File: src/rtl/tlvd_pkg.sv
`default_nettype none

package tlvd_pkg;

    localparam logic [15:0] TYPE_HELLO  = 16'h0001;
    localparam logic [15:0] TYPE_SERIAL = 16'h0101;
    localparam logic [15:0] HELLO_LEN   = 16'd4;

    localparam logic KIND_HELLO  = 1'b0;
    localparam logic KIND_SERIAL = 1'b1;

    typedef enum logic [2:0] {
        PH_HEADER = 3'd0,
        PH_HELLO  = 3'd1,
        PH_PORT   = 3'd2,
        PH_DATA   = 3'd3,
        PH_SKIP   = 3'd4
    } phase_t;

    typedef struct packed {
        logic        kind;
        logic [31:0] client_id;
        logic [15:0] port_id;
        logic [7:0]  data_byte;
        logic        data_valid;
        logic        last;
    } result_t;

endpackage

`default_nettype wire

File: src/rtl/tlvd_in_reg.sv
`default_nettype none

module tlvd_in_reg
    import tlvd_pkg::*;
(
    input  wire logic       aclk,
    input  wire logic       aresetn,
    input  wire logic       s_valid,
    output logic            s_ready,
    input  wire logic [7:0] s_rx_byte,
    input  wire logic       take,
    output logic            byte_valid,
    output logic [7:0]      byte_data
);

    logic       valid_reg;
    logic       valid_next;
    logic [7:0] byte_reg;

    // The stage empties whenever the parser takes its byte, so a new beat can land
    // in the same cycle.
    assign s_ready    = !valid_reg || take;
    assign valid_next = (s_valid && s_ready) || (valid_reg && !take);

    always_ff @(posedge aclk) begin
        if (!aresetn) begin
            valid_reg <= 1'b0;
        end else begin
            valid_reg <= valid_next;
        end
    end

    always_ff @(posedge aclk) begin
        if (s_valid && s_ready) begin
            byte_reg <= s_rx_byte;
        end
    end

    assign byte_valid = valid_reg;
    assign byte_data  = byte_reg;

endmodule

`default_nettype wire

File: src/rtl/tlvd_parser.sv
`default_nettype none

module tlvd_parser
    import tlvd_pkg::*;
(
    input  wire logic       aclk,
    input  wire logic       aresetn,
    input  wire logic       step,
    input  wire logic [7:0] rx_byte,
    output logic            res_valid,
    output result_t         res
);

    phase_t      phase_reg, phase_next;
    logic [1:0]  byte_index_reg, byte_index_next;
    logic [15:0] packet_type_reg, packet_type_next;
    logic [15:0] remaining_reg, remaining_next;
    logic [31:0] id_shift_reg, id_shift_next;
    logic [31:0] stored_id_reg, stored_id_next;
    logic        id_known_reg, id_known_next;
    logic [15:0] port_reg_reg, port_reg_next;

    logic [31:0] id_shifted;
    logic [15:0] port_shifted;
    logic [15:0] rem_shifted;
    logic [15:0] rem_minus2;
    logic        rem_low;

    assign id_shifted   = {id_shift_reg[23:0], rx_byte};
    assign port_shifted = {port_reg_reg[7:0], rx_byte};
    assign rem_shifted  = {remaining_reg[7:0], rx_byte};
    assign rem_minus2   = remaining_reg - 16'd2;
    assign rem_low      = (remaining_reg <= 16'd1);

    always_comb begin
        phase_next       = phase_reg;
        byte_index_next  = byte_index_reg;
        packet_type_next = packet_type_reg;
        remaining_next   = remaining_reg;
        id_shift_next    = id_shift_reg;
        stored_id_next   = stored_id_reg;
        id_known_next    = id_known_reg;
        port_reg_next    = port_reg_reg;
        res_valid        = 1'b0;
        res.kind         = KIND_HELLO;
        res.port_id      = 16'd0;
        res.data_byte    = 8'd0;
        res.data_valid   = 1'b0;
        res.last         = 1'b0;

        if (step) begin
            unique case (phase_reg)
                PH_HELLO: begin
                    id_shift_next = id_shifted;
                    if (byte_index_reg == 2'd3) begin
                        stored_id_next  = id_shifted;
                        id_known_next   = (id_shifted != 32'd0);
                        byte_index_next = 2'd0;
                        phase_next      = PH_HEADER;
                        res_valid       = 1'b1;
                        res.last        = 1'b1;
                    end else begin
                        byte_index_next = byte_index_reg + 2'd1;
                    end
                end
                PH_PORT: begin
                    port_reg_next = port_shifted;
                    if (byte_index_reg == 2'd1) begin
                        byte_index_next = 2'd0;
                        remaining_next  = rem_minus2;
                        if (rem_minus2 == 16'd0) begin
                            // Serial packet with no data bytes still reports once.
                            phase_next  = PH_HEADER;
                            res_valid   = 1'b1;
                            res.kind    = KIND_SERIAL;
                            res.port_id = port_shifted;
                            res.last    = 1'b1;
                        end else begin
                            phase_next = PH_DATA;
                        end
                    end else begin
                        byte_index_next = 2'd1;
                    end
                end
                PH_DATA: begin
                    if (rem_low) begin
                        remaining_next = 16'd0;
                        phase_next     = PH_HEADER;
                    end else begin
                        remaining_next = remaining_reg - 16'd1;
                    end
                    res_valid      = 1'b1;
                    res.kind       = KIND_SERIAL;
                    res.port_id    = port_reg_reg;
                    res.data_byte  = rx_byte;
                    res.data_valid = 1'b1;
                    res.last       = rem_low;
                end
                PH_SKIP: begin
                    if (rem_low) begin
                        remaining_next = 16'd0;
                        phase_next     = PH_HEADER;
                    end else begin
                        remaining_next = remaining_reg - 16'd1;
                    end
                end
                default: begin
                    // Header phase; the unused phase codes land here as well.
                    if (byte_index_reg[1] == 1'b0) begin
                        packet_type_next = {packet_type_reg[7:0], rx_byte};
                    end else begin
                        remaining_next = rem_shifted;
                    end
                    if (byte_index_reg == 2'd3) begin
                        byte_index_next = 2'd0;
                        if (packet_type_reg == TYPE_HELLO && rem_shifted == HELLO_LEN) begin
                            phase_next    = PH_HELLO;
                            id_shift_next = 32'd0;
                        end else if (packet_type_reg == TYPE_SERIAL &&
                                     rem_shifted >= 16'd2 && id_known_reg) begin
                            phase_next    = PH_PORT;
                            port_reg_next = 16'd0;
                        end else if (rem_shifted == 16'd0) begin
                            phase_next = PH_HEADER;
                        end else begin
                            phase_next = PH_SKIP;
                        end
                    end else begin
                        byte_index_next = byte_index_reg + 2'd1;
                    end
                end
            endcase
        end

        res.client_id = stored_id_next;
    end

    always_ff @(posedge aclk) begin
        if (!aresetn) begin
            phase_reg       <= PH_HEADER;
            byte_index_reg  <= 2'd0;
            packet_type_reg <= 16'd0;
            remaining_reg   <= 16'd0;
            id_shift_reg    <= 32'd0;
            stored_id_reg   <= 32'd0;
            id_known_reg    <= 1'b0;
            port_reg_reg    <= 16'd0;
        end else begin
            phase_reg       <= phase_next;
            byte_index_reg  <= byte_index_next;
            packet_type_reg <= packet_type_next;
            remaining_reg   <= remaining_next;
            id_shift_reg    <= id_shift_next;
            stored_id_reg   <= stored_id_next;
            id_known_reg    <= id_known_next;
            port_reg_reg    <= port_reg_next;
        end
    end

    a_hello_done: assert property (@(posedge aclk) disable iff (!aresetn)
        step && phase_reg == PH_HELLO && byte_index_reg == 2'd3
        |=> phase_reg == PH_HEADER && byte_index_reg == 2'd0)
        else $error("hello packet did not return to header phase");

    a_port_index: assert property (@(posedge aclk) disable iff (!aresetn)
        phase_reg == PH_PORT |-> byte_index_reg <= 2'd1)
        else $error("port phase byte index out of range");

    a_data_needs_id: assert property (@(posedge aclk) disable iff (!aresetn)
        (phase_reg == PH_PORT || phase_reg == PH_DATA) |-> id_known_reg)
        else $error("serial data parsed without a known id");

    a_known_id_nonzero: assert property (@(posedge aclk) disable iff (!aresetn)
        id_known_reg |-> stored_id_reg != 32'd0)
        else $error("id marked known while stored id is zero");

endmodule

`default_nettype wire

File: src/rtl/tlvd_out_reg.sv
`default_nettype none

module tlvd_out_reg
    import tlvd_pkg::*;
(
    input  wire logic    aclk,
    input  wire logic    aresetn,
    input  wire logic    load,
    input  wire result_t res,
    output logic         room,
    output logic         m_valid,
    input  wire logic    m_ready,
    output result_t      m_res
);

    logic    valid_reg;
    logic    valid_next;
    result_t res_reg;

    assign room       = !valid_reg || m_ready;
    assign valid_next = load || (valid_reg && !m_ready);

    always_ff @(posedge aclk) begin
        if (!aresetn) begin
            valid_reg <= 1'b0;
        end else begin
            valid_reg <= valid_next;
        end
    end

    always_ff @(posedge aclk) begin
        if (load) begin
            res_reg <= res;
        end
    end

    assign m_valid = valid_reg;
    assign m_res   = res_reg;

    a_no_overwrite: assert property (@(posedge aclk) disable iff (!aresetn)
        valid_reg && !m_ready |-> !load)
        else $error("pending result overwritten");

    a_empty_is_last: assert property (@(posedge aclk) disable iff (!aresetn)
        valid_reg && !res_reg.data_valid |-> res_reg.last)
        else $error("result without data is not marked last");

    a_hello_shape: assert property (@(posedge aclk) disable iff (!aresetn)
        valid_reg && res_reg.kind == KIND_HELLO
        |-> res_reg.port_id == 16'd0 && !res_reg.data_valid)
        else $error("hello result carries port or data");

endmodule

`default_nettype wire

File: src/rtl/tlv_message_deframer.sv
`default_nettype none
// Path: an accepted byte waits in the input register, is parsed once the result register
// has room, and any result it causes is registered and presented on the m_ ports.
// Throughput: one byte per cycle, sustained while m_ready stays high; the input
// register and the result register each refill in the cycle they drain.
// Reset: synchronous, active low on aresetn; the parser returns to the header phase
// with no known id, and both registers are emptied.

module tlv_message_deframer
    import tlvd_pkg::*;
(
    input  wire logic        aclk,
    input  wire logic        aresetn,
    input  wire logic        s_valid,
    output logic             s_ready,
    input  wire logic [7:0]  s_rx_byte,
    output logic             m_valid,
    input  wire logic        m_ready,
    output logic             m_kind,
    output logic [31:0]      m_client_id,
    output logic [15:0]      m_port_id,
    output logic [7:0]       m_data_byte,
    output logic             m_data_valid,
    output logic             m_last
);

    logic       byte_valid;
    logic [7:0] byte_data;
    logic       room;
    logic       step;
    logic       res_valid;
    result_t    res;
    result_t    m_res;

    // A byte is parsed only when the result register can take whatever it produces.
    assign step = byte_valid && room;

    tlvd_in_reg u_in_reg (
        .aclk       (aclk),
        .aresetn    (aresetn),
        .s_valid    (s_valid),
        .s_ready    (s_ready),
        .s_rx_byte  (s_rx_byte),
        .take       (step),
        .byte_valid (byte_valid),
        .byte_data  (byte_data)
    );

    tlvd_parser u_parser (
        .aclk      (aclk),
        .aresetn   (aresetn),
        .step      (step),
        .rx_byte   (byte_data),
        .res_valid (res_valid),
        .res       (res)
    );

    tlvd_out_reg u_out_reg (
        .aclk    (aclk),
        .aresetn (aresetn),
        .load    (res_valid),
        .res     (res),
        .room    (room),
        .m_valid (m_valid),
        .m_ready (m_ready),
        .m_res   (m_res)
    );

    assign m_kind       = m_res.kind;
    assign m_client_id  = m_res.client_id;
    assign m_port_id    = m_res.port_id;
    assign m_data_byte  = m_res.data_byte;
    assign m_data_valid = m_res.data_valid;
    assign m_last       = m_res.last;

endmodule

`default_nettype wire
File: config.mk
export PLATFORM = sky130hd
export DESIGN_NAME = tlv_message_deframer
export DESIGN_NICKNAME = d
export VERILOG_FILES = /design/src/rtl/tlvd_pkg.sv /design/src/rtl/tlvd_in_reg.sv /design/src/rtl/tlvd_parser.sv /design/src/rtl/tlvd_out_reg.sv /design/src/rtl/tlv_message_deframer.sv
export SDC_FILE = /design/constraint.sdc
export NUM_CORES = 1
export LEC_CHECK = 0
export CAP_MARGIN = 10
export CELL_PAD_IN_SITES_DETAIL_PLACEMENT = 0
export CELL_PAD_IN_SITES_GLOBAL_PLACEMENT = 1
export CORE_MARGIN = 2
export CORE_UTILIZATION = 54
export DETAILED_ROUTE_END_ITERATION = 10
export DONT_BUFFER_PORTS = 1
export PLACE_DENSITY = 0.93
export SYNTH_ARGS = -nofsm -noshare
export SYNTH_HDL_FRONTEND = slang
export SYNTH_SLANG_ARGS = --single-unit
File: constraint.sdc
create_clock -name aclk -period 11.95 [get_ports aclk]
set_clock_uncertainty 0.1 [all_clocks]
set_input_delay 1.7925 -clock aclk [delete_from_list [all_inputs] [get_ports aclk]]
set_output_delay 1.7925 -clock aclk [all_outputs]
set_load 0.02 [all_outputs]
After elaboration in Yosys (flattened, before gate mapping)
Cells that the tools add are included.
{"block": "word_totals", "inputBits": 12, "out_inout_bits": 61, "register_bits": 179, "wordCells": 114}
{"block": "classes", "n_reduce_logical": 36, "order_cmp": 2, "n_bitwise": 6, "eq_ne": 13, "addsub": 3, "mux": 37}
{"cell": "2-to-1 mux 16 bit", "n": 8}
{"cell": "2-to-1 mux 32 bit", "n": 3}
{"cell": "one-hot mux 16 bit (2 select lines)", "n": 2}
{"cell": "2-to-1 mux 24 bit", "n": 2}
{"cell": "one-hot mux 16 bit (3 select lines)", "n": 1}
{"cell": "one-hot mux 24 bit (2 select lines)", "n": 1}
{"cell": "zero test 16 bit", "n": 2}
{"cell": "nonzero test 32 bit", "n": 1}
{"cell": "2-to-1 mux 3 bit", "n": 7}
{"cell": "equality test 16 x 1 -> 1 bit (second input constant)", "n": 1}
{"cell": "equality test 16 x 3 -> 1 bit (second input constant)", "n": 1}
{"cell": "equality test 16 x 9 -> 1 bit (second input constant)", "n": 1}
{"cell": "greater-or-equal comparator 16 x 2 -> 1 bit (second input constant)", "n": 1}
{"cell": "<= comparator 16 x 1 -> 1 bit (second input constant)", "n": 1}
{"cell": "subtractor 16 x 1 -> 16 bit (second input constant)", "n": 1}
{"cell": "subtractor 16 x 2 -> 16 bit (second input constant)", "n": 1}
{"cell": "AND reduction 5 bit", "n": 2}
{"cell": "one-hot mux 3 bit (3 select lines)", "n": 1}
{"cell": "AND reduction 4 bit", "n": 2}
{"cell": "nonzero test 2 bit", "n": 4}
{"cell": "logical AND 1 bit", "n": 7}
{"cell": "equality test 3 x 2 -> 1 bit (second input constant)", "n": 2}
{"cell": "2-to-1 mux 1 bit", "n": 6}
{"cell": "!= test 2 x 1 -> 1 bit (second input constant)", "n": 3}
{"cell": "other kinds (19)", "n": 36}

Logic depth before layout (Yosys ltp)
{"block": "logic_depth", "depth_word": 7, "mapped_depth": 10, "depth_no_buf": 8}

By module
Synthesis repeated with hierarchy kept, for this count alone.
{"block": "unflattened", "hier_cells": 648, "area_unflattened_um2": 7468.4}
{"module": "tlvd_parser", "seq_area_each_um2": 2202.1, "area_each_um2": 5343.9, "n_inst": 1, "cells_per_inst": 571}
{"module": "tlvd_out_reg", "seq_area_each_um2": 1791.7, "area_each_um2": 1820.5, "n_inst": 1, "cells_per_inst": 63}
{"module": "tlvd_in_reg", "seq_area_each_um2": 260.2, "area_each_um2": 297.8, "n_inst": 1, "cells_per_inst": 13}
{"module": "tlv_message_deframer", "seq_area_each_um2": 0.0, "area_each_um2": 6.3, "n_inst": 1, "cells_per_inst": 1}

Least setup slack after synthesis
No wires, ideal clock.
{"block": "synth_timing", "kind": "input to register", "from": "input m_ready", "to": "register u_out_reg.res_reg, in the netlist u_out_reg.m_res[0], enable pin", "t_required_ns": 11.286, "path_buffers": 1, "arrival_time_ns": 6.554, "setup_time_ns": 0.564, "stages": 4, "setup_slack_ns": 4.732, "cell_sequence": "nor2b_1 nand2b_1 clkbuf_1 a211oi_1"}
{"block": "synth_via", "elab_chain_len": 3}
{"element": "start: declaration", "line_no": "tlv_message_deframer.sv:18", "rtl": "input wire logic m_ready,"}
{"element": "logical OR 1 bit", "line_no": "tlvd_out_reg.sv:20", "rtl": "assign room = !valid_reg || m_ready;"}
{"element": "logical AND 1 bit", "line_no": "tlv_message_deframer.sv:36", "rtl": "assign step = byte_valid && room;"}
{"element": "2-to-1 mux 1 bit", "line_no": "tlvd_parser.sv:51", "rtl": "if (step) begin"}
{"element": "via res_valid", "line_no": "tlv_message_deframer.sv:31", "rtl": "logic res_valid;"}
{"element": "end signal: assignment", "line_no": "tlvd_out_reg.sv:33", "rtl": "res_reg <= res;"}
{"element": "end: declaration", "line_no": "tlvd_out_reg.sv:18", "rtl": "result_t res_reg;"}
The timed path passes the listed nets, and every way through them passes these cells.
A chain may end at the register's enable or synchronous reset.

Final worst setup path
{"block": "layout_timing", "from": "input m_ready", "to": "output s_ready"}
{"block": "layout_via", "elab_chain_len": 3}
{"element": "logical OR 1 bit", "line_no": "tlvd_out_reg.sv:20"}
{"element": "logical AND 1 bit", "line_no": "tlv_message_deframer.sv:36"}
{"element": "logical OR 1 bit", "line_no": "tlvd_in_reg.sv:22", "rtl": "assign s_ready = !valid_reg || take;"}
{"element": "end: declaration", "line_no": "tlv_message_deframer.sv:15", "rtl": "output logic s_ready,"}
No other way between the ends.

==> reports/metrics.yaml <==
clocking:
  hold_buffers: 0
  clock_path_buffers: 2
  cts-buffers-inserted: 17
  clock-sinks: 179
  root_buffer: "clkbuf_16"
  cts_setup_buffers: 0
  clkSlewWorstSetupHoldPaths_ns: 0.07
  clock_latency_ns: 0.44
  cts_tree: "done"
  ctsResizeCount: 0
  htree_levels: 4
timing:
  fin_crit_sh_pct: 34.8
  slew_viol_final: 0
  final.setup.tns_ns: 0
  hold_viol_final: 0
  period_minus_slack_ns: 4.16
  tightest_slew_ns: 1.05
  timing.slew.headroom_pct: 29.7
  finalSetupViolations: 0
  rsz0062_at_grt: "no"
  fmax_ghz: 0.240
route:
  wl_mm: 17.5
  vias_per_cell: 6.23
  vias: 5411
  drt_first_iter_violations: 529
  wl_per_cell_um: 20.1
  first_pass_iters: 5
  drc: 0
  final_antenna_net_count: 0
setup_path:
  cp-start-kind: "input port"
  rr_startpoint: "u_parser.remaining_reg[1]"
  cp-end-kind: "output pin"
  critPathMaxFanout: 6
  max_stage_delay_ns: 0.25
  required_ns: 10.06
  path_delay_family: "simple AND/OR/NAND/NOR gates"
  cp_data_arrival_time_ns: 2.27
  path_cells: "nor2b_1 -> nand2_1"
  path_buf_inv: 0
  path_class: "in2out"
  slowest_stage: "nor2b_1"
  crit_start: "m_ready"
pwr:
  power_density_nw_per_um2: 150
  p_leak_nw: 3.11
  vdd_ir_drop_max_uv: 116
  p_total_mw: 1.23
synth:
  syn_area_per_cell_um2: 10.7
  yosysWarnings: 0
  ys_seq_area_share_pct: 56.5
  synthesis.nets: 720
  yosysTopAreaCell: "dfxtp_1"
  syn_inst: 701
  yosys-top-cells-area: "dfxtp_1 (30%), edfxtp_1 (27%), mux2_2 (4.3%)"
  syn_area_um2: 7530
  synth_edf_count: 67
  netlist-cell-type-count: 65
  synthArstFlopShare_pct: 0
  ys_ff_latch: 179
  synth_top_cell_area_share_pct: 29.8
  synth_flop_cell: "dfxtp_1"
flow_run:
  maxCapViolations: 0
grt:
  grtUsageMet1_pct: 30.7
  grt_max_degree: 57
  grt_pass1_vias: 5115
  antenna_found_initial: 0
  grt.total_usage_pct: 24.2
  use_met2_pct: 38.4
  grt_pass1_wl_mm: 27.5
  gr-total-overflow: 0
  grt_busiest_layer: "met2"
  use_met3_pct: 7.54
final_layout:
  drive_gt1_share_pct: 12.2
  nFillCells: 1119
  diodes: 0
  area_growth_pct: 8.94
  fin_nets: 695
  fin_area_um2: 8210
  seq_area_um2: 4250
  multiInputGateArea_um2: 3020
  largest_reg_flops: 59
  final_cells: 869
  utilization_pct: 59.6
place:
  dp_cells: 837
  place.gp.congestion: 0.899
  place_area_um2: 7600
  portBuffers: 0
  place_hpwl_mm: 11.5
die:
  row_count: 43
  initial_utilization_pct: 54.7
  core_region_area_um2: 13800
  pin_count: 73
  dieArea_um2: 14900
  die_y_um: 122
  die_w_um: 122
outcome:
  status: "finished clean"
min_path:
  hold_path.class: "reg2reg"
  hold_start: "u_parser.packet_type_reg[14]"
per-layer routing:
layer,vias up,routed length [um]
met5,-,0
met4,0,453
met3,43,1050
met2,223,8280
met1,2613,7690
li1,2532,-
layout by cell type (no fill, tap or decap), drive strengths merged, types with 3 or more instances in the layout:
cell,synthesis,routed
a211oi,4,4
a21o,3,3
a21oi,44,44
a22o,32,32
a22oi,24,24
a311o,4,4
a31oi,8,8
and2,35,35
and3,13,13
buf,16,8
clkbuf,36,18
clkinv,0,6
dfxtp,112,112
edfxtp,67,67
ha,7,7
inv,10,16
mux2,32,32
nand2,61,61
nand2b,5,5
nand3,8,8
nor2,53,53
nor2b,4,4
nor3,15,15
nor3b,5,5
nor4,20,20
o211ai,4,4
o21a,3,3
o21ai,17,17
o221ai,6,6
o22ai,3,3
or2,5,5
or3,3,3
or4,6,6
xnor2,5,5
xor2,6,6
Yosys cell counts, types with 6 or more instances:
library cell,count
and2_1,35
buf_2,10
edfxtp_1,67
a22o_1,32
ha_1,7
a31oi_1,8
nor2_1,52
dfxtp_1,112
a22oi_1,24
mux2_2,29
o21ai_0,17
clkbuf_1,36
a21oi_1,44
xor2_1,6
o221ai_1,6
nand2_1,61
and3_1,13
nand3_1,8
nor3_1,15
inv_1,10
nor4_1,17
layout make-up:
cell class                      instances  share of cell area [%]
Clock buffer                           18                    5.35
Inverter                               10                   0.457
Timing Repair Buffer                    8                   0.732
Clock inverter                         14                    2.07
Multi-Input combinational cell        460                    36.8
Sequential cell                       179                    51.8
Tap cell                              180                    2.74
per-stage QoR:
stage | hold WS (ns) | setup slack [ns]
2_1_floorplan | 0.332 | 4.73
3_5_place_dp | 0.354 | 7.78
5_1_grt | 0.383 | 7.72
4_1_cts | 0.364 | 7.78
6_report | 0.364 | 7.79
3_3_place_gp | 0.344 | 7.80
logic make-up (layout without fill, tap and decap cells):
| kind of cell | count (synthesis) | after routing | synth area share, % |
|---|---|---|---|
| simple gates | 241 | 241 | 16.9 |
| flops | 179 | 179 | 56.5 |
| compound gates | 168 | 168 | 15.7 |
| buf+inv | 62 | 50 | 3.60 |
| mux | 32 | 32 | 4.78 |
| xor+xnor | 11 | 11 | 1.28 |
| fa+ha+maj | 8 | 8 | 1.30 |
worst paths after layout:
kind                            depth (start not counted)  slack (ns)                           end
worst min-delay path                                    2        0.36  u_parser.packet_type_reg[14]
worst max-delay path                                    2        7.79                       s_ready
worst min register to register                          2        0.36  u_parser.packet_type_reg[14]
worst max register to register                          9        8.01           u_out_reg.m_res[28]
report_power, final:
part	total, mW	switching, mW	internal [mW]
Sequential	0.644	0.0112	0.633
Combinational	0.0276	0.0185	0.00901
Clock	0.562	0.257	0.304
No activity file was read; power rests on OpenSTA's default activity.
